===== config.mk =====
export PLATFORM = sky130hd
export DESIGN_NAME = gzip_member_deframer_unit
export DESIGN_NICKNAME = d
export VERILOG_FILES = /design/src/sv/gzmd_pkg.sv /design/src/sv/gzmd_queue.sv /design/src/sv/gzmd_front.sv /design/src/sv/gzmd_back.sv /design/src/sv/gzip_member_deframer_unit.sv
export SDC_FILE = /design/constraint.sdc
export NUM_CORES = 1
export LEC_CHECK = 0
export BUFFER_PORTS_ARGS = -buffer_cell sky130_fd_sc_hd__buf_4
export CAP_MARGIN = 40
export CORE_ASPECT_RATIO = 1.25
export CORE_MARGIN = 2
export CORE_UTILIZATION = 40
export CTS_CLUSTER_SIZE = 24
export DETAILED_ROUTE_END_ITERATION = 8
export PLACE_DENSITY = 0.64
export RECOVER_POWER = 25
export SYNTH_ARGS = -nofsm -noshare
export SYNTH_HDL_FRONTEND = slang
export SYNTH_SLANG_ARGS = --single-unit

===== constraint.sdc =====
create_clock -name clock -period 12.6 [get_ports clock]
set_clock_uncertainty 0.1 [all_clocks]
set_input_delay 1.26 -clock clock [delete_from_list [all_inputs] [get_ports clock]]
set_output_delay 1.26 -clock clock [all_outputs]
set_load 0.02 [all_outputs]

===== src/sv/gzmd_pkg.sv =====
// Shared types, constants and functions of the gzip member deframer.
// Used by gzmd_front, gzmd_back and gzip_member_deframer_unit; depends on nothing.
package gzmd_pkg;

   // Header parser phases, one-hot.
   typedef enum logic [8:0] {
      PH_FIXED   = 9'b000000001,
      PH_XLEN0   = 9'b000000010,
      PH_XLEN1   = 9'b000000100,
      PH_EXTRA   = 9'b000001000,
      PH_NAME    = 9'b000010000,
      PH_COMMENT = 9'b000100000,
      PH_HCRC0   = 9'b001000000,
      PH_HCRC1   = 9'b010000000,
      PH_BODY    = 9'b100000000
   } phase_type;

   // Fixed header bytes and flag bits.
   localparam logic [7:0] MAGIC0        = 8'h1f;
   localparam logic [7:0] MAGIC1        = 8'h8b;
   localparam logic [7:0] METHOD_DEFL   = 8'h08;
   localparam logic [7:0] FLG_RESERVED  = 8'he0;
   localparam int         FLG_HCRC      = 1;
   localparam int         FLG_EXTRA     = 2;
   localparam int         FLG_NAME      = 3;
   localparam int         FLG_COMMENT   = 4;
   localparam logic [3:0] FIXED_LEN     = 4'd10;
   localparam logic [3:0] IDX_MAGIC0    = 4'd0;
   localparam logic [3:0] IDX_MAGIC1    = 4'd1;
   localparam logic [3:0] IDX_METHOD    = 4'd2;
   localparam logic [3:0] IDX_FLAGS     = 4'd3;
   localparam logic [4:0] MIN_MEMBER    = 5'd18;
   localparam logic [31:0] CRC_POLY     = 32'hEDB88320;
   localparam logic [31:0] CRC_INIT     = 32'hffffffff;
   localparam logic [31:0] MAX_SIZE_RST = 32'hffffffff;
   localparam int         TAIL_LEN      = 8;

   // Register offsets on the configuration port (index field of paddr).
   localparam logic REG_MAX_OUTPUT_SIZE = 1'b0;

   // Item handed from the header parser to the trailer stage.
   typedef struct packed {
      logic [7:0] data;
      logic       is_body;
      logic       last;
      logic       hdr_ok;
      logic       too_short;
   } mid_item_type;

   // One result transaction.
   typedef struct packed {
      logic [7:0]  payload_byte;
      logic        payload_valid;
      logic        done_res;
      logic        invalid;
      logic [31:0] trailer_crc;
      logic [31:0] trailer_size;
   } rsp_item_type;

   // One byte step of the reflected CRC-32.
   function automatic logic [31:0] crc_byte(input logic [31:0] c_in, input logic [7:0] b);
      logic [31:0] c;
      c = c_in ^ {24'd0, b};
      for (int k = 0; k < 8; k++) begin
         c = (c >> 1) ^ (CRC_POLY & {32{c[0]}});
      end
      return c;
   endfunction

   // Next optional header section after a given phase, as the flags select.
   function automatic phase_type next_section(input phase_type from, input logic [7:0] flags);
      logic before_name;
      logic before_comment;
      logic before_hcrc;
      phase_type nxt;
      before_name    = (from == PH_FIXED) || (from == PH_XLEN1) || (from == PH_EXTRA);
      before_comment = before_name || (from == PH_NAME);
      before_hcrc    = before_comment || (from == PH_COMMENT);
      if ((from == PH_FIXED) && flags[FLG_EXTRA]) begin
         nxt = PH_XLEN0;
      end else if (before_name && flags[FLG_NAME]) begin
         nxt = PH_NAME;
      end else if (before_comment && flags[FLG_COMMENT]) begin
         nxt = PH_COMMENT;
      end else if (before_hcrc && flags[FLG_HCRC]) begin
         nxt = PH_HCRC0;
      end else begin
         nxt = PH_BODY;
      end
      return nxt;
   endfunction

endpackage


===== src/sv/gzmd_queue.sv =====
// Small first-in first-out queue with show-ahead read, used between stages.
// Depends on nothing.
module gzmd_queue #(
   parameter int WIDTH = 8,
   parameter int DEPTH = 4
) (
   input  logic             clock,
   input  logic             reset,
   input  logic             push,
   input  logic [WIDTH-1:0] wdata,
   output logic             full,
   input  logic             pop,
   output logic [WIDTH-1:0] rdata,
   output logic             empty
);
   localparam int PW = (DEPTH > 1) ? $clog2(DEPTH) : 1;
   localparam int CW = $clog2(DEPTH + 1);
   localparam logic [PW-1:0] LAST_SLOT = PW'(DEPTH - 1);
   localparam logic [CW-1:0] FULL_COUNT = CW'(DEPTH);

   logic [WIDTH-1:0] slot_ff [DEPTH];
   logic [PW-1:0]    wr_ptr_ff, wr_ptr_in;
   logic [PW-1:0]    rd_ptr_ff, rd_ptr_in;
   logic [CW-1:0]    count_ff, count_in;
   logic             do_push, do_pop;

   assign full    = (count_ff == FULL_COUNT);
   assign empty   = (count_ff == '0);
   assign do_push = push && !full;
   assign do_pop  = pop && !empty;
   assign rdata   = slot_ff[rd_ptr_ff];

   // Pointer and fill count updates.
   always_comb begin
      wr_ptr_in = wr_ptr_ff;
      rd_ptr_in = rd_ptr_ff;
      count_in  = count_ff;
      if (do_push) begin
         wr_ptr_in = (wr_ptr_ff == LAST_SLOT) ? '0 : wr_ptr_ff + 1'b1;
      end
      if (do_pop) begin
         rd_ptr_in = (rd_ptr_ff == LAST_SLOT) ? '0 : rd_ptr_ff + 1'b1;
      end
      if (do_push && !do_pop) begin
         count_in = count_ff + 1'b1;
      end else if (do_pop && !do_push) begin
         count_in = count_ff - 1'b1;
      end
   end

   always_ff @(posedge clock) begin
      if (reset) begin
         wr_ptr_ff <= '0;
         rd_ptr_ff <= '0;
         count_ff  <= '0;
      end else begin
         wr_ptr_ff <= wr_ptr_in;
         rd_ptr_ff <= rd_ptr_in;
         count_ff  <= count_in;
      end
   end

   // Storage needs no reset.
   always_ff @(posedge clock) begin
      if (do_push) begin
         slot_ff[wr_ptr_ff] <= wdata;
      end
   end

endmodule


===== src/sv/gzmd_front.sv =====
// Header parser: checks the gzip header, runs the header CRC and classifies each byte.
// Depends on gzmd_pkg.
module gzmd_front (
   input  logic                  clock,
   input  logic                  reset,
   input  logic                  in_take,
   input  logic [7:0]            in_byte,
   input  logic                  in_last,
   output logic                  mid_push,
   output gzmd_pkg::mid_item_type mid_item
);
   gzmd_pkg::phase_type phase_ff, phase_in;
   logic [3:0]  fixed_count_ff, fixed_count_in;
   logic [7:0]  flags_ff, flags_in;
   logic [15:0] extra_rem_ff, extra_rem_in;
   logic [7:0]  hcrc_low_ff, hcrc_low_in;
   logic [31:0] crc_ff, crc_in;
   logic [4:0]  total_ff, total_in;
   logic        error_ff, error_in;
   logic [31:0] crc_next;
   logic [15:0] xlen;

   assign crc_next = gzmd_pkg::crc_byte(crc_ff, in_byte);
   assign xlen     = {in_byte, extra_rem_ff[7:0]};

   // Per-byte header step.
   always_comb begin
      phase_in       = phase_ff;
      fixed_count_in = fixed_count_ff;
      flags_in       = flags_ff;
      extra_rem_in   = extra_rem_ff;
      hcrc_low_in    = hcrc_low_ff;
      crc_in         = crc_ff;
      error_in       = error_ff;
      total_in       = (total_ff < gzmd_pkg::MIN_MEMBER) ? total_ff + 1'b1 : total_ff;
      if (!error_ff) begin
         case (phase_ff)
            gzmd_pkg::PH_FIXED: begin
               if (((fixed_count_ff == gzmd_pkg::IDX_MAGIC0) && (in_byte != gzmd_pkg::MAGIC0)) ||
                   ((fixed_count_ff == gzmd_pkg::IDX_MAGIC1) && (in_byte != gzmd_pkg::MAGIC1)) ||
                   ((fixed_count_ff == gzmd_pkg::IDX_METHOD) &&
                    (in_byte != gzmd_pkg::METHOD_DEFL)) ||
                   ((fixed_count_ff == gzmd_pkg::IDX_FLAGS) &&
                    ((in_byte & gzmd_pkg::FLG_RESERVED) != '0))) begin
                  error_in = 1'b1;
               end
               if (fixed_count_ff == gzmd_pkg::IDX_FLAGS) begin
                  flags_in = in_byte;
               end
               crc_in         = crc_next;
               fixed_count_in = fixed_count_ff + 1'b1;
               if (fixed_count_in >= gzmd_pkg::FIXED_LEN) begin
                  phase_in = gzmd_pkg::next_section(gzmd_pkg::PH_FIXED, flags_ff);
               end
            end
            gzmd_pkg::PH_XLEN0: begin
               crc_in       = crc_next;
               extra_rem_in = {8'd0, in_byte};
               phase_in     = gzmd_pkg::PH_XLEN1;
            end
            gzmd_pkg::PH_XLEN1: begin
               crc_in       = crc_next;
               extra_rem_in = xlen;
               phase_in     = (xlen != '0) ? gzmd_pkg::PH_EXTRA :
                              gzmd_pkg::next_section(gzmd_pkg::PH_XLEN1, flags_ff);
            end
            gzmd_pkg::PH_EXTRA: begin
               crc_in       = crc_next;
               extra_rem_in = extra_rem_ff - 1'b1;
               if (extra_rem_in == '0) begin
                  phase_in = gzmd_pkg::next_section(gzmd_pkg::PH_EXTRA, flags_ff);
               end
            end
            gzmd_pkg::PH_NAME, gzmd_pkg::PH_COMMENT: begin
               crc_in = crc_next;
               if (in_byte == '0) begin
                  phase_in = gzmd_pkg::next_section(phase_ff, flags_ff);
               end
            end
            gzmd_pkg::PH_HCRC0: begin
               hcrc_low_in = in_byte;
               phase_in    = gzmd_pkg::PH_HCRC1;
            end
            gzmd_pkg::PH_HCRC1: begin
               if ((~crc_ff[15:0]) != {in_byte, hcrc_low_ff}) begin
                  error_in = 1'b1;
               end
               phase_in = gzmd_pkg::PH_BODY;
            end
            gzmd_pkg::PH_BODY: begin
               phase_in = gzmd_pkg::PH_BODY;
            end
            default: begin
               error_in = 1'b1;
            end
         endcase
      end
   end

   // Classification handed to the trailer stage.
   always_comb begin
      mid_item.data      = in_byte;
      mid_item.is_body   = !error_ff && (phase_ff == gzmd_pkg::PH_BODY);
      mid_item.last      = in_last;
      mid_item.hdr_ok    = !error_in && (phase_in == gzmd_pkg::PH_BODY);
      mid_item.too_short = (total_in < gzmd_pkg::MIN_MEMBER);
   end

   assign mid_push = in_take && (mid_item.is_body || in_last);

   // Parser state; the final byte returns it to the start of a member.
   always_ff @(posedge clock) begin
      if (reset || (in_take && in_last)) begin
         phase_ff       <= gzmd_pkg::PH_FIXED;
         fixed_count_ff <= '0;
         flags_ff       <= '0;
         extra_rem_ff   <= '0;
         hcrc_low_ff    <= '0;
         crc_ff         <= gzmd_pkg::CRC_INIT;
         total_ff       <= '0;
         error_ff       <= 1'b0;
      end else if (in_take) begin
         phase_ff       <= phase_in;
         fixed_count_ff <= fixed_count_in;
         flags_ff       <= flags_in;
         extra_rem_ff   <= extra_rem_in;
         hcrc_low_ff    <= hcrc_low_in;
         crc_ff         <= crc_in;
         total_ff       <= total_in;
         error_ff       <= error_in;
      end
   end

endmodule


===== src/sv/gzmd_back.sv =====
// Trailer stage: eight-byte delay line that releases payload and captures the trailer.
// Depends on gzmd_pkg.
module gzmd_back (
   input  logic                   clock,
   input  logic                   reset,
   input  logic                   item_take,
   input  gzmd_pkg::mid_item_type  item,
   input  logic [31:0]            max_output_size,
   output logic                   rsp_push,
   output gzmd_pkg::rsp_item_type  rsp_item
);
   localparam int TL = gzmd_pkg::TAIL_LEN;
   localparam int FW = $clog2(TL + 1);
   localparam int IW = $clog2(TL);

   logic [7:0]    tail_ff [TL];
   logic [7:0]    tail_in [TL];
   logic [FW-1:0] fill_ff, fill_in;
   logic          full_line;
   logic          have_tail;
   logic [31:0]   crc_word, size_word;

   assign full_line = (fill_ff == FW'(TL));

   // Delay line step for a body byte.
   always_comb begin
      tail_in = tail_ff;
      fill_in = fill_ff;
      if (item.is_body) begin
         if (full_line) begin
            for (int i = 0; i < TL - 1; i++) begin
               tail_in[i] = tail_ff[i + 1];
            end
            tail_in[TL - 1] = item.data;
         end else begin
            tail_in[fill_ff[IW-1:0]] = item.data;
            fill_in = fill_ff + 1'b1;
         end
      end
   end

   // Trailer words come from the line as it stands after this byte.
   assign crc_word  = {tail_in[3], tail_in[2], tail_in[1], tail_in[0]};
   assign size_word = {tail_in[7], tail_in[6], tail_in[5], tail_in[4]};
   assign have_tail = item.hdr_ok && (fill_in == FW'(TL));

   // Result formatting.
   always_comb begin
      rsp_item.payload_valid = item.is_body && full_line;
      rsp_item.payload_byte  = rsp_item.payload_valid ? tail_ff[0] : 8'd0;
      rsp_item.done_res      = item.last;
      rsp_item.invalid       = item.last &&
                               (!have_tail || item.too_short || (size_word > max_output_size));
      rsp_item.trailer_crc   = (item.last && have_tail) ? crc_word : 32'd0;
      rsp_item.trailer_size  = (item.last && have_tail) ? size_word : 32'd0;
   end

   assign rsp_push = item_take && (rsp_item.payload_valid || item.last);

   // Fill count; the final byte of a member empties the line.
   always_ff @(posedge clock) begin
      if (reset) begin
         fill_ff <= '0;
      end else if (item_take) begin
         fill_ff <= item.last ? '0 : fill_in;
      end
   end

   // Line contents are read only once written, so they need no reset.
   always_ff @(posedge clock) begin
      if (item_take) begin
         tail_ff <= tail_in;
      end
   end

endmodule


===== src/sv/gzip_member_deframer_unit.sv =====
// Top level of the gzip member deframer: header parser, queue, trailer stage, result queue.
// Depends on gzmd_pkg, gzmd_queue, gzmd_front and gzmd_back.
//
//   Channel  Ports                                   Transaction when
//   input    push, full, req_in_byte, req_is_last    push && !full
//   result   pop, empty, rsp_* fields                pop && !empty
//   config   psel, penable, pwrite, paddr, pwdata    psel && penable && pwrite && pready
//
// One byte is accepted per cycle while full is low; the header CRC byte step sets the parser's cycle time.
// A result reaches the rsp_ ports only after its byte has been written into the parser-to-trailer queue
// and the result itself has been written into the result queue.
// Each side stalls on its own: full rises only when the parser-to-trailer queue is full,
// and the trailer stage waits while the result queue is full.
// Reset is synchronous; no clearing pass follows.
module gzip_member_deframer_unit #(
   parameter int QUEUE_DEPTH = 4
) (
   input  logic        clock,
   input  logic        reset,
   input  logic        push,
   output logic        full,
   input  logic [7:0]  req_in_byte,
   input  logic        req_is_last,
   input  logic        pop,
   output logic        empty,
   output logic [7:0]  rsp_payload_byte,
   output logic        rsp_payload_valid,
   output logic        rsp_done_res,
   output logic        rsp_invalid,
   output logic [31:0] rsp_trailer_crc,
   output logic [31:0] rsp_trailer_size,
   input  logic        psel,
   input  logic        penable,
   input  logic        pwrite,
   input  logic [2:0]  paddr,
   input  logic [31:0] pwdata,
   output logic [31:0] prdata,
   output logic        pready
);
   localparam int MIDW = $bits(gzmd_pkg::mid_item_type);
   localparam int RSPW = $bits(gzmd_pkg::rsp_item_type);

   logic                   in_take;
   logic                   mid_push, mid_full, mid_empty, mid_take;
   gzmd_pkg::mid_item_type  mid_wr, mid_rd;
   logic [MIDW-1:0]        mid_rd_bits;
   logic                   rsp_push, rsp_full;
   gzmd_pkg::rsp_item_type  rsp_wr, rsp_rd;
   logic [RSPW-1:0]        rsp_rd_bits;
   logic [31:0]            max_size_ff;
   logic                   reg_sel;

   // Configuration register.
   assign pready  = 1'b1;
   assign reg_sel = (paddr[2] == gzmd_pkg::REG_MAX_OUTPUT_SIZE);
   assign prdata  = reg_sel ? max_size_ff : 32'd0;

   always_ff @(posedge clock) begin
      if (reset) begin
         max_size_ff <= gzmd_pkg::MAX_SIZE_RST;
      end else if (psel && penable && pwrite && pready && reg_sel) begin
         max_size_ff <= pwdata;
      end
   end

   // Header parser.
   assign full    = mid_full;
   assign in_take = push && !mid_full;

   gzmd_front u_front (
      .clock    (clock),
      .reset    (reset),
      .in_take  (in_take),
      .in_byte  (req_in_byte),
      .in_last  (req_is_last),
      .mid_push (mid_push),
      .mid_item (mid_wr)
   );

   // Queue between parser and trailer stage.
   gzmd_queue #(.WIDTH(MIDW), .DEPTH(QUEUE_DEPTH)) u_mid_queue (
      .clock (clock),
      .reset (reset),
      .push  (mid_push),
      .wdata (mid_wr),
      .full  (mid_full),
      .pop   (mid_take),
      .rdata (mid_rd_bits),
      .empty (mid_empty)
   );

   assign mid_rd   = gzmd_pkg::mid_item_type'(mid_rd_bits);
   assign mid_take = !mid_empty && !rsp_full;

   // Trailer stage.
   gzmd_back u_back (
      .clock           (clock),
      .reset           (reset),
      .item_take       (mid_take),
      .item            (mid_rd),
      .max_output_size (max_size_ff),
      .rsp_push        (rsp_push),
      .rsp_item        (rsp_wr)
   );

   // Result queue.
   gzmd_queue #(.WIDTH(RSPW), .DEPTH(QUEUE_DEPTH)) u_rsp_queue (
      .clock (clock),
      .reset (reset),
      .push  (rsp_push),
      .wdata (rsp_wr),
      .full  (rsp_full),
      .pop   (pop),
      .rdata (rsp_rd_bits),
      .empty (empty)
   );

   assign rsp_rd            = gzmd_pkg::rsp_item_type'(rsp_rd_bits);
   assign rsp_payload_byte  = rsp_rd.payload_byte;
   assign rsp_payload_valid = rsp_rd.payload_valid;
   assign rsp_done_res      = rsp_rd.done_res;
   assign rsp_invalid       = rsp_rd.invalid;
   assign rsp_trailer_crc   = rsp_rd.trailer_crc;
   assign rsp_trailer_size  = rsp_rd.trailer_size;

endmodule

==> results of run 1 <==
-- final timing paths --
path	to	start	slack, ns
min	u_front.extra_rem_ff[12]	u_front.extra_rem_ff[12]	0.39
max	u_rsp_queue.slot_ff[1][25]	flop	7.21
max reg2reg	u_rsp_queue.slot_ff[1][25]	flop	7.21
min reg2reg	u_front.extra_rem_ff[12]	u_front.extra_rem_ff[12]	0.39
-- sequential cells by signal (all words and copies together), names as in the netlist, 5 cells and up, named ones only --
signal and flops:
u_rsp_queue.slot_ff 300, u_back.tail_ff 64, u_mid_queue.slot_ff 48, max_size_ff 32, u_front.crc_ff 32, u_front.extra_rem_ff 16, u_front.phase_ff 9, u_front.hcrc_low_ff 8
u_front.total_ff 5
-- power by group through the flow --
stage               Combinational (W)  Sequential [W]  Clock [W]
CTS                           0.00197         0.00255    0.00165
global placement              0.00191         0.00258          0
finish                        0.00194         0.00257    0.00161
floorplan                     0.00134         0.00251          0
detailed placement            0.00196         0.00259          0
global route                  0.00210         0.00261    0.00172
-- synthesized netlist by cell type, drive strengths merged (7+ instances only) --
master,number,area share
nand3,19,0.0039
or3,11,0.0028
buf,25,0.0048
nand4,16,0.0041
nand2,144,0.022
xor2,43,0.016
and2,13,0.0034
mux4,87,0.081
a21oi,67,0.014
inv,54,0.0084
or2,7,0.0018
a21o,11,0.0034
nor2,136,0.021
and3,77,0.020
o22ai,28,0.0072
edfxtp,412,0.51
a22oi,40,0.012
o21ai,66,0.014
a211oi,10,0.0031
nand2b,8,0.0021
ha,54,0.028
mux2i,23,0.0095
nor3,22,0.0047
o211ai,66,0.020
xnor2,64,0.023
clkbuf,89,0.014
dfxtp,133,0.11
nor4,14,0.0041
mux2,9,0.0042
-- cell type report --
class	instances	area, µm²
Timing Repair Buffer	187	1380
Clock buffer	62	1380
Clock inverter	37	385
Antenna cell	1	2.50
Inverter	56	210
Sequential cell	545	15000
Tap cell	765	957
Multi-Input combinational cell	1108	8590
Fill cell	5296	31900
-- critical path, stage by stage (launching register included) --
cell and delay [ns]:
sky130_fd_sc_hd__dfxtp_1 0.78, sky130_fd_sc_hd__mux4_2 0.34, sky130_fd_sc_hd__clkbuf_1 2.00, sky130_fd_sc_hd__o21a_1 0.47, sky130_fd_sc_hd__and2_4 0.55, sky130_fd_sc_hd__buf_4 0.68
-- metal layers --
metal	vias to the layer above	GRT usage
li1	7159	-
met1	7712	0.226
met2	408	0.332
met3	86	0.0245
met4	2	0.0525
met5	-	0
-- logic make-up (layout without fill, tap and decap cells) --
family,count (synthesis),count (layout)
flops,545,545
simple gates,494,494
compound gates,331,331
buf+inv,170,342
mux,119,119
xor+xnor,107,107
fa+ha+maj,56,56
other cells,1,2
-- through the flow --
stage / utilization / setup WS (ns) / hold WS [ns]
after floorplan: - / 7.91 / 0.347
after global placement: 0.437 / 7.48 / 0.364
after detailed placement: 0.440 / 7.71 / 0.379
after CTS: 0.469 / 7.70 / 0.388
after global routing: 0.467 / 6.82 / 0.419
final: 0.467 / 7.21 / 0.388
==> Flow_metrics.wiki, run 1 <==
{| class="wikitable"
! Metric !! Value
|-
| Maximum fanout count along the critical path || between 70 and 80
|-
| First-pass GRT wire length || ~89,000 µm
|-
| Maximum number of pins on one net before global-route repair || 77
|-
| Post-Syn Area per Cell || ~13 µm²
|-
| Capturing element type of the critical path || flop
|-
| Total nets after synthesis || approximately 1,900
|-
| Total Wirelength || about 58,000 µm
|-
| Simple-gate area share of the yosys netlist || 0.0996
|-
| Count of distinct cell types in the synthesized netlist || between 80 and 90
|-
| Overall Global Routing Usage || 0.182
|-
| Drt initial violations || roughly 1,300
|-
| DRT met1 WL || ~24,000 µm
|-
| Arr. time, crit path || 5.54 ns
|-
| Minimum period implied by the final worst setup slack || roughly 5.4 ns
|-
| Placed inst area || approximately 0.026 mm²
|-
| Failing checks || max-capacitance violations, max-slew violations
|-
| Number of clock buffers inserted by TritonCTS || 53
|-
| CTS-repair resized insts || 0
|-
| Number of rows in the core area || 100
|-
| Depth of the worst hold-timing path || 2
|-
| Depth of the CTS H-tree || 2
|-
| Syn-to-layout area delta || 15.2%
|-
| Hold bufs inserted after CTS || 0
|-
| Placeable core region || roughly 0.06 mm²
|-
| Count of max-cap constraint violations || 4
|-
| Required time of the critical path || ~13 ns
|-
| Placed insts || roughly 2,700
|-
| Relative slew slack || -1.50
|-
| Number of global-route vias before repair || 15,400
|-
| Setup violators final || 0
|-
| Most common library cell in the layout ignoring fill and taps || sky130_fd_sc_hd__edfxtp_1
|-
| Overall power || ~0.0061 W
|-
| Die ar. || around 0.063 mm²
|-
| Congestion Overflow GR || 0
|-
| CTS clock-pin slew for the worst setup and hold paths || ~0.06 ns
|-
| Actual transition at the worst max-transition pin || about 3.7 ns
|-
| Syn Std Cell Area || 0.0243 mm²
|-
| Top metal layer carrying routed signals || met5
|-
| Peak Freq || around 190 MHz
|-
| Final Wtd Congestion || 0.837
|-
| Root buffer selected by CTS || sky130_fd_sc_hd__clkbuf_16
|-
| Number of remaining DRC errors || 0
|-
| Worst IR Drop VDD || about 140 µV
|-
| Boundary pin count || 161
|-
| Fraction of layout instances using a drive strength above 1 || 0.184
|-
| Final Slew Violations || around 250
|-
| DPL Wire Length || around 38,000 µm
|-
| Sort of element at the start of the critical path || flop
|-
| Number of iterations in the first detailed-routing pass || 8
|-
| TritonCTS clock tree || built
|-
| Most used cells in the layout excluding fill and tap cells || sky130_fd_sc_hd__edfxtp_1 (412), sky130_fd_sc_hd__buf_4 (163), sky130_fd_sc_hd__nand2_1 (144)
|-
| Final-report hold violation count || 0
|-
| Share of total power consumed by net switching || 0.339
|-
| Non-Filler Cell Area, Final || around 0.028 mm²
|-
| Comb pwr share || 0.317
|-
| XOR/XNOR share of the synthesized area || 0.0389
|-
| Sequential area share after synthesis || 0.620
|-
| P_sw || just over 0.002 W
|-
| Result of the run || finished, violations left
|-
| Post-synthesis compound-gate area fraction || 0.0904
|-
| Via count || around 15,000
|-
| Register share of total power || 0.420
|-
| Post-synth EDFFs || 412
|-
| Setup Total Neg Slack || 0 ns
|-
| Die height || ~280 µm
|-
| Combinational family with the most area after synthesis || simple AND/OR/NAND/NOR gates
|-
| Clock share of power || 0.263
|-
| Number of warning messages in the yosys log || 0
|-
| Final clock period utilization by the worst path || 0.428
|-
| R2R depth || 5
|-
| PwrDens || 219 mW/mm²
|-
| Cell-internal power || around 0.004 W
|-
| Gate count of the mapped netlist || 1,823
|-
| Bufs on Longest Clock Path || 3
|-
| Clock network latency to the later pin of the worst-skew pair || ~0.62 ns
|-
| Adder and majority cell fraction of the synthesized area || 0.0295
|-
| Antenna-violating nets left || 0
|-
| Worst setup path category || flop to flop
|-
| Non-Filler Instances || about 2,800
|-
| WL met2 || just over 30,000 µm
|-
| Static power due to leakage || 10.0 nW
|-
| Routed len/inst || approximately 21 µm
|-
| Multiplexer area fraction after synthesis || 0.0944
|-
| Vias per cell || around 5.6
|-
| Clk sinks || roughly 550
|-
| Most used DFF post-synth || sky130_fd_sc_hd__edfxtp_1
|-
| Initial standard-cell utilization of the core || 0.406
|-
| Number of synthesized register bits || 545
|-
| Worst min-delay path category || flop to flop
|-
| Setup repair after global routing missed its margin || no
|-
| Total setup buffers inserted after CTS || 0
|-
| Antenna violations before repair || 2
|-
| Width of the chip || roughly 220 µm
|-
| Async SR Flop Fraction || 0
|-
| Net total in the final layout || between 2,000 and 2,500
|-
| # port buffers || between 150 and 200
|-
| Wire length on met3 || 2540 µm
|}
Note: power is estimated with default switching activity, not from simulation.
==> run 2: changes to the inputs <==
--- a/config.mk
+++ b/config.mk
@@ -12,7 +12,7 @@
 export CORE_UTILIZATION = 40
 export CTS_CLUSTER_SIZE = 24
 export DETAILED_ROUTE_END_ITERATION = 8
-export PLACE_DENSITY = 0.64
+export PLACE_DENSITY = 0.66
 export RECOVER_POWER = 25
 export SYNTH_ARGS = -nofsm -noshare
 export SYNTH_HDL_FRONTEND = slang
==> constraint.sdc (replaced) <==
create_clock -name clock -period 4.67 [get_ports clock]
set_clock_uncertainty 0.1 [all_clocks]
set_input_delay 0.467 -clock clock [delete_from_list [all_inputs] [get_ports clock]]
set_output_delay 0.467 -clock clock [all_outputs]
set_load 0.02 [all_outputs]
==> run 2 against run 1 <==
  * The run still ends with max-capacitance violations, max-slew violations left
  * Combinational power grew to 2.7 times the previous value
  * Total power grew to 2.7 times the previous value
  * Routed wire length hardly changed
  * Die area stayed put
  * First-iteration DRC count is 8.4% lower
  * Core utilization is 0.49 points higher
  * Non-clock buffer count is 48 higher
==> Flow_metrics.wiki, run 2 (synthesis gave the netlist of run 1 again) <==
{| class="wikitable"
! Metric !! Value
|-
| Biggest cell delay along the critical path || 0.59 ns
|-
| Final-report hold violation count || 0
|-
| Congestion Overflow GR || 0
|-
| DPL Wire Length || ~38,000 µm
|-
| Final Slew Violations || about 190
|-
| Required time of the critical path || a little under 5 ns
|-
| # port buffers || 157
|-
| Result of the run || finished, violations left
|-
| Net total in the final layout || between 2,000 and 2,500
|-
| Capturing element type of the critical path || flop
|-
| Clock network latency to the later pin of the worst-skew pair || about 0.6 ns
|-
| Biggest register || u_rsp_queue.slot_ff
|-
| Setup Total Neg Slack || 0 ns
|-
| Largest register FFs || 300
|-
| Number of iterations in the first detailed-routing pass || 5
|-
| Minimum period implied by the final worst setup slack || roughly 4.4 ns
|-
| TritonCTS clock tree || built
|-
| Overall Global Routing Usage || 0.183
|-
| Drt initial violations || ~1,200
|-
| Bufs on Longest Clock Path || 3
|-
| Count of max-cap constraint violations || 3
|-
| PwrDens || 580 mW/mm²
|-
| Routed len/inst || between 20 and 25 µm
|-
| Most common library cell in the layout ignoring fill and taps || sky130_fd_sc_hd__edfxtp_1
|-
| Setup violators final || 0
|-
| Setup repair after global routing missed its margin || no
|-
| Vias per cell || 5.58
|-
| Antenna-violating nets left || 0
|-
| Antenna violations before repair || 0
|-
| Boundary pin count || between 150 and 200
|-
| Width of the chip || approximately 220 µm
|-
| Slowest cell on the critical path || sky130_fd_sc_hd__o21ai_1
|-
| Registers with the most flip-flops || u_rsp_queue.slot_ff (300), u_back.tail_ff (64), u_mid_queue.slot_ff (48)
|-
| Depth of the CTS H-tree || 2
|-
| Final clock period utilization by the worst path || 0.945
|-
| Placeable core region || about 0.06 mm²
|-
| Fill cell instance count of the final layout || around 5,300
|-
| Initial standard-cell utilization of the core || 0.406
|-
| Antenna diode instance count || 0
|-
| Relative slew slack || -0.840
|-
| Most used cells in the layout excluding fill and tap cells || sky130_fd_sc_hd__edfxtp_1 (412), sky130_fd_sc_hd__nand2_1 (144), sky130_fd_sc_hd__nor2_1 (135), sky130_fd_sc_hd__buf_4 (135), sky130_fd_sc_hd__dfxtp_1 (131)
|-
| Number of remaining DRC errors || 0
|-
| Number of rows in the core area || 100
|-
| Syn-to-layout area delta || 16.4%
|-
| Maximum fanout count along the critical path || 9
|-
| Via count || between 15,000 and 20,000
|-
| Clk sinks || roughly 550
|-
| Final Wtd Congestion || 0.859
|-
| Actual transition at the worst max-transition pin || 2.76 ns
|-
| Failing checks || max-capacitance violations, max-slew violations
|-
| Static power due to leakage || about 10 nW
|-
| Die height || around 280 µm
|-
| Root buffer selected by CTS || sky130_fd_sc_hd__clkbuf_16
|-
| Die ar. || 0.0627 mm²
|-
| Cell Chain, Critical Path || clkinv_1 -> ha_1 -> and3b_1 -> o21ai_1 -> mux2_2 -> ha_1 -> nand4_1 -> nor3_1 -> nand4_1 -> nor4_1 -> a41oi_1 -> o21ai_0 -> a21boi_0
|-
| First-pass GRT wire length || 89,700 µm
|-
| Total Wirelength || 57,700 µm
|-
| Arr. time, crit path || roughly 4.6 ns
|-
| Peak Freq || 227 MHz
|-
| Number of clock buffers inserted by TritonCTS || 53
|-
| CTS clock-pin slew for the worst setup and hold paths || about 0.060 ns
|-
| Worst setup path category || flop to flop
|-
| Sort of element at the start of the critical path || flop
|-
| Overall power || ~0.016 W
|-
| Maximum number of pins on one net before global-route repair || 76
|-
| Worst IR Drop VDD || approximately 330 µV
|-
| Worst min-delay path category || primary input to flop
|-
| Fraction of layout instances using a drive strength above 1 || 0.168
|-
| Number of global-route vias before repair || 15,900
|}
-- run 2: cell types whose count changed in the layout (fill, tap and decap cells not counted), moves of 4 or more --
cell                            before  now
sky130_fd_sc_hd__clkbuf_2            0    4
sky130_fd_sc_hd__clkinv_2           10    3
sky130_fd_sc_hd__buf_4             163  135
sky130_fd_sc_hd__dlygate4sd3_1       0   32
sky130_fd_sc_hd__clkinv_1           14    9
sky130_fd_sc_hd__clkinvlp_4          1    6
sky130_fd_sc_hd__buf_12              1    7
sky130_fd_sc_hd__clkbuf_1           25   69
-- run 2: layer usage --
layer / global-route usage / vias to the layer above / part of all wire
met2: 0.334 / 390 / 0.52
met1: 0.220 / 7852 / 0.40
met4: 0.0669 / 0 / 0.033
li1: - / 7280 / -
met3: 0.0236 / 120 / 0.040
met5: 0 / - / 0
-- run 2: timing repair --
action | 4_1_cts | 5_1_grt
setup buffers | 0 | 0
hold buffers | 32 | 0
endpoints found under the hold margin | 32 | 0
gates resized for setup | 0 | 0
-- run 2: path summary, 6_finish.rpt --
kind / to / depth (start not counted) / startpoint / slack [ns]
worst max-delay path: u_rsp_queue.slot_ff[0][64] / 13 / u_back.fill_ff[0] / 0.26
worst min-delay path: u_rsp_queue.count_ff[1] / 2 / reset / 0.12
worst min register to register: u_front.crc_ff[21] / 2 / u_front.crc_ff[21] / 0.40
worst max register to register: u_rsp_queue.slot_ff[0][64] / 13 / u_back.fill_ff[0] / 0.26
-- run 2: report_power, final --
group	internal, W	switching (W)	total (W)
logic	0.00209	0.00322	0.00531
registers	0.00639	0.000489	0.00688
clock network	0.00236	0.00182	0.00418
total	0.0108	0.00554	0.0164
-- run 2: layout make-up --
type                    instances  area [µm²]  share of cell area
flip-flops and latches        545       15000               0.533
multi-input cells            1108        8590               0.304
repair buffers                235        1740              0.0615
clock buffers                  74        1460              0.0516
well taps                     765         957              0.0339
clock inverters                22         250             0.00886
inverters                      56         210             0.00744
-- run 2: critical path, delay by kind of cell (launching register included) --
kind	cells	cell delay (ns)
DFF	1	0.47
adders and majority gates	2	0.61
and+or+nand+nor	5	1.16
muxes	1	0.46
AOI/OAI and AO/OA	4	1.08
buffers and inverters	1	0.25
-- run 2: stage by stage --
step / instance area [µm²] / utilization / std cells / worst slack [ns] / hold slack (ns)
finish: 28200 / 0.472 / 2805 / 0.259 / 0.120
detailed placement: 26400 / 0.442 / 2677 / 0.331 / 0.388
floorplan: 24300 / - / 1823 / 0.802 / 0.347
global placement: 26300 / 0.440 / 2668 / 0.479 / 0.371
global route: 28200 / 0.472 / 2805 / 0.00633 / 0.129
CTS: 28500 / 0.476 / 2805 / 0.328 / 0.0294
==> run 3: changes to the inputs <==
--- a/config.mk
+++ b/config.mk
@@ -8,8 +8,9 @@
 export BUFFER_PORTS_ARGS = -buffer_cell sky130_fd_sc_hd__buf_4
 export CAP_MARGIN = 40
 export CORE_ASPECT_RATIO = 1.25
-export CORE_MARGIN = 2
+export CORE_MARGIN = 8
 export CORE_UTILIZATION = 40
+export CTS_BUF_LIST = sky130_fd_sc_hd__clkbuf_16
 export CTS_CLUSTER_SIZE = 24
 export DETAILED_ROUTE_END_ITERATION = 8
 export PLACE_DENSITY = 0.66
==> run 3 against run 2 <==
  * The flow still finishes with violations (max-capacitance violations, max-slew violations)
  * Total power is 2.7% higher
  * Critical path depth is the same
  * Die area up 9.9%
  * Flip-flop and latch count stayed put
  * Combinational power barely moved
  * Clock power rose by 10%
  * Sequential share of layout area down 0.40 points
  * Sequential power about the same
  * Non-clock buffer count shrank 1
  * Largest power group unchanged
==> Flow_metrics.wiki, run 3 (synthesis gave the netlist of run 1 again) <==
{| class="wikitable"
! Metric !! Value
|-
| Peak Freq || 227 MHz
|-
| Clock network latency to the later pin of the worst-skew pair || 0.61 ns
|-
| Initial standard-cell utilization of the core || 0.402
|-
| Depth of the CTS H-tree || 2
|-
| Placed insts || around 2,700
|-
| Number of clock buffers inserted by TritonCTS || 54
|-
| Most common library cell in the layout ignoring fill and taps || sky130_fd_sc_hd__edfxtp_1
|-
| Required time of the critical path || ~4.9 ns
|-
| Reg-to-reg slack, setup || roughly 0.27 ns
|-
| Placeable core region || between 0.06 and 0.07 mm²
|-
| Number of global-route vias before repair || about 16,000
|-
| Syn-to-layout area delta || 17.3%
|-
| First-pass GRT wire length || just over 90,000 µm
|-
| Bufs on Longest Clock Path || 3
|-
| Final Slew Violations || approximately 190
|-
| Final-report hold violation count || 0
|-
| Actual transition at the worst max-transition pin || approximately 2.7 ns
|-
| Fill cell instance count of the final layout || 5,279
|-
| Sort of element at the start of the critical path || flop
|-
| Number of rows in the core area || 101
|-
| Capturing element type of the critical path || flop
|-
| Worst setup path category || flop to flop
|-
| Relative slew slack || -0.810
|-
| Hold bufs inserted after CTS || 32
|-
| Result of the run || finished, violations left
|-
| R2R depth || 13
|-
| Width of the chip || ~240 µm
|-
| Root buffer selected by CTS || sky130_fd_sc_hd__clkbuf_16
|-
| Final Wtd Congestion || ~0.88
|-
| Net total in the final layout || ~2,100
|-
| Worst min-delay path category || primary input to flop
|-
| Routed len/inst || about 21 µm
|-
| Number of iterations in the first detailed-routing pass || 5
|-
| Final clock period utilization by the worst path || 0.942
|-
| Biggest register || u_rsp_queue.slot_ff
|-
| Setup repair after global routing missed its margin || no
|-
| CTS-repair resized insts || 0
|-
| Most used cells in the layout excluding fill and tap cells || sky130_fd_sc_hd__edfxtp_1 (412), sky130_fd_sc_hd__nand2_1 (144), sky130_fd_sc_hd__nor2_1 (135), sky130_fd_sc_hd__buf_4 (135), sky130_fd_sc_hd__dfxtp_1 (131)
|-
| Static power due to leakage || 10.2 nW
|-
| Drt initial violations || 1,093
|-
| Non-Filler Instances || ~2,800
|-
| Via count || about 16,000
|-
| Worst IR Drop VDD || approximately 400 µV
|-
| Crit path to || u_rsp_queue.slot_ff[1][64]
|-
| Antenna violations before repair || 2
|-
| Boundary pin count || between 150 and 200
|-
| Clk sinks || 545
|-
| Die ar. || 0.0688 mm²
|-
| Registers with the most flip-flops || u_rsp_queue.slot_ff (300), u_back.tail_ff (64), u_mid_queue.slot_ff (48)
|-
| Setup violators final || 0
|-
| Maximum fanout count along the critical path || 9
|-
| Largest register FFs || 300
|-
| Failing checks || max-capacitance violations, max-slew violations
|-
| Minimum period implied by the final worst setup slack || ~4.4 ns
|-
| Congestion Overflow GR || 0
|-
| Die height || between 200 and 300 µm
|-
| # port buffers || approximately 160
|-
| Antenna-violating nets left || 0
|-
| Setup Total Neg Slack || 0 ns
|-
| Overall Global Routing Usage || 0.166
|-
| Number of remaining DRC errors || 0
|-
| Critical Path Source || u_back.fill_ff[0]
|-
| Maximum number of pins on one net before global-route repair || 76
|-
| CTS clock-pin slew for the worst setup and hold paths || 0.07 ns
|-
| Worst R2R End || u_rsp_queue.slot_ff[1][64]
|-
| Reg-to-Reg Start || u_back.fill_ff[0]
|-
| Total setup buffers inserted after CTS || 0
|-
| Arr. time, crit path || around 4.6 ns
|-
| Vias per cell || around 5.5
|-
| Count of max-cap constraint violations || 3
|-
| Fraction of layout instances using a drive strength above 1 || 0.174
|-
| PwrDens || 591 mW/mm²
|-
| DPL Wire Length || a little under 40,000 µm
|-
| Total Wirelength || around 60,000 µm
|-
| TritonCTS clock tree || built
|-
| Depth of the worst hold-timing path || 3
|}
==> run 3: layer usage <==
| layer | up-vias | global-route usage | routed length [µm] |
|---|---|---|---|
| met5 | - | 0 | 13 |
| met4 | 2 | 0.0540 | 1820 |
| met3 | 120 | 0.0263 | 2570 |
| met2 | 425 | 0.314 | 31400 |
| met1 | 7779 | 0.189 | 22800 |
| li1 | 7277 | - | - |
==> run 3: cell type report <==
class | instances | area [µm²] | area share
Sequential cell | 545 | 15000 | 0.529
Multi-Input combinational cell | 1108 | 8590 | 0.302
Timing Repair Buffer | 234 | 1750 | 0.0615
Clock buffer | 54 | 1350 | 0.0475
Tap cell | 772 | 966 | 0.0339
Clock inverter | 47 | 546 | 0.0192
Inverter | 56 | 210 | 0.00739
Antenna cell | 1 | 2.50 | 0.0000879
==> run 3: power breakdown <==
| group | total [W] | internal [W] | switching, W |
|---|---|---|---|
| clock network | 0.00460 | 0.00269 | 0.00191 |
| registers | 0.00690 | 0.00639 | 0.000512 |
| logic | 0.00532 | 0.00209 | 0.00322 |
==> run 3: stage by stage <==
stage | util | power [W] | area, µm² | worst slack, ns | hold WS, ns
2_1_floorplan | - | 0.0104 | 24300 | 0.802 | 0.347
3_3_place_gp | 0.436 | 0.0122 | 26300 | 0.501 | 0.372
3_5_place_dp | 0.438 | 0.0124 | 26500 | 0.301 | 0.387
4_1_cts | 0.475 | 0.0170 | 28700 | 0.312 | 0.0248
5_1_grt | 0.471 | 0.0176 | 28500 | 0.0362 | 0.0439
6_report | 0.471 | 0.0168 | 28500 | 0.269 | 0.0673
==> run 3: worst min-delay path by stage <==
stage	startpoint	to
2_1_floorplan	u_front.extra_rem_ff[12]	u_front.extra_rem_ff[12]
3_3_place_gp	u_mid_queue.rd_ptr_ff[1]	u_mid_queue.rd_ptr_ff[1]
3_5_place_dp	u_front.extra_rem_ff[11]	u_front.extra_rem_ff[11]
4_1_cts	pwdata[4]	max_size_ff[4]
5_1_grt	pwdata[4]	max_size_ff[4]
6_report	pwdata[4]	max_size_ff[4]
==> run 3: worst max-delay path, cell delays in order (launching register included) <==
cell and delay, ns:
sky130_fd_sc_hd__dfxtp_1 0.50, sky130_fd_sc_hd__clkinv_1 0.26, sky130_fd_sc_hd__ha_1 0.27, sky130_fd_sc_hd__and3b_1 0.19, sky130_fd_sc_hd__o21ai_1 0.60, sky130_fd_sc_hd__mux2_2 0.46, sky130_fd_sc_hd__ha_1 0.34, sky130_fd_sc_hd__nand4_1 0.12
sky130_fd_sc_hd__nor3_1 0.25, sky130_fd_sc_hd__nand4_1 0.18, sky130_fd_sc_hd__nor4_1 0.39, sky130_fd_sc_hd__a41oi_1 0.07, sky130_fd_sc_hd__o21ai_0 0.14, sky130_fd_sc_hd__a21boi_0 0.24
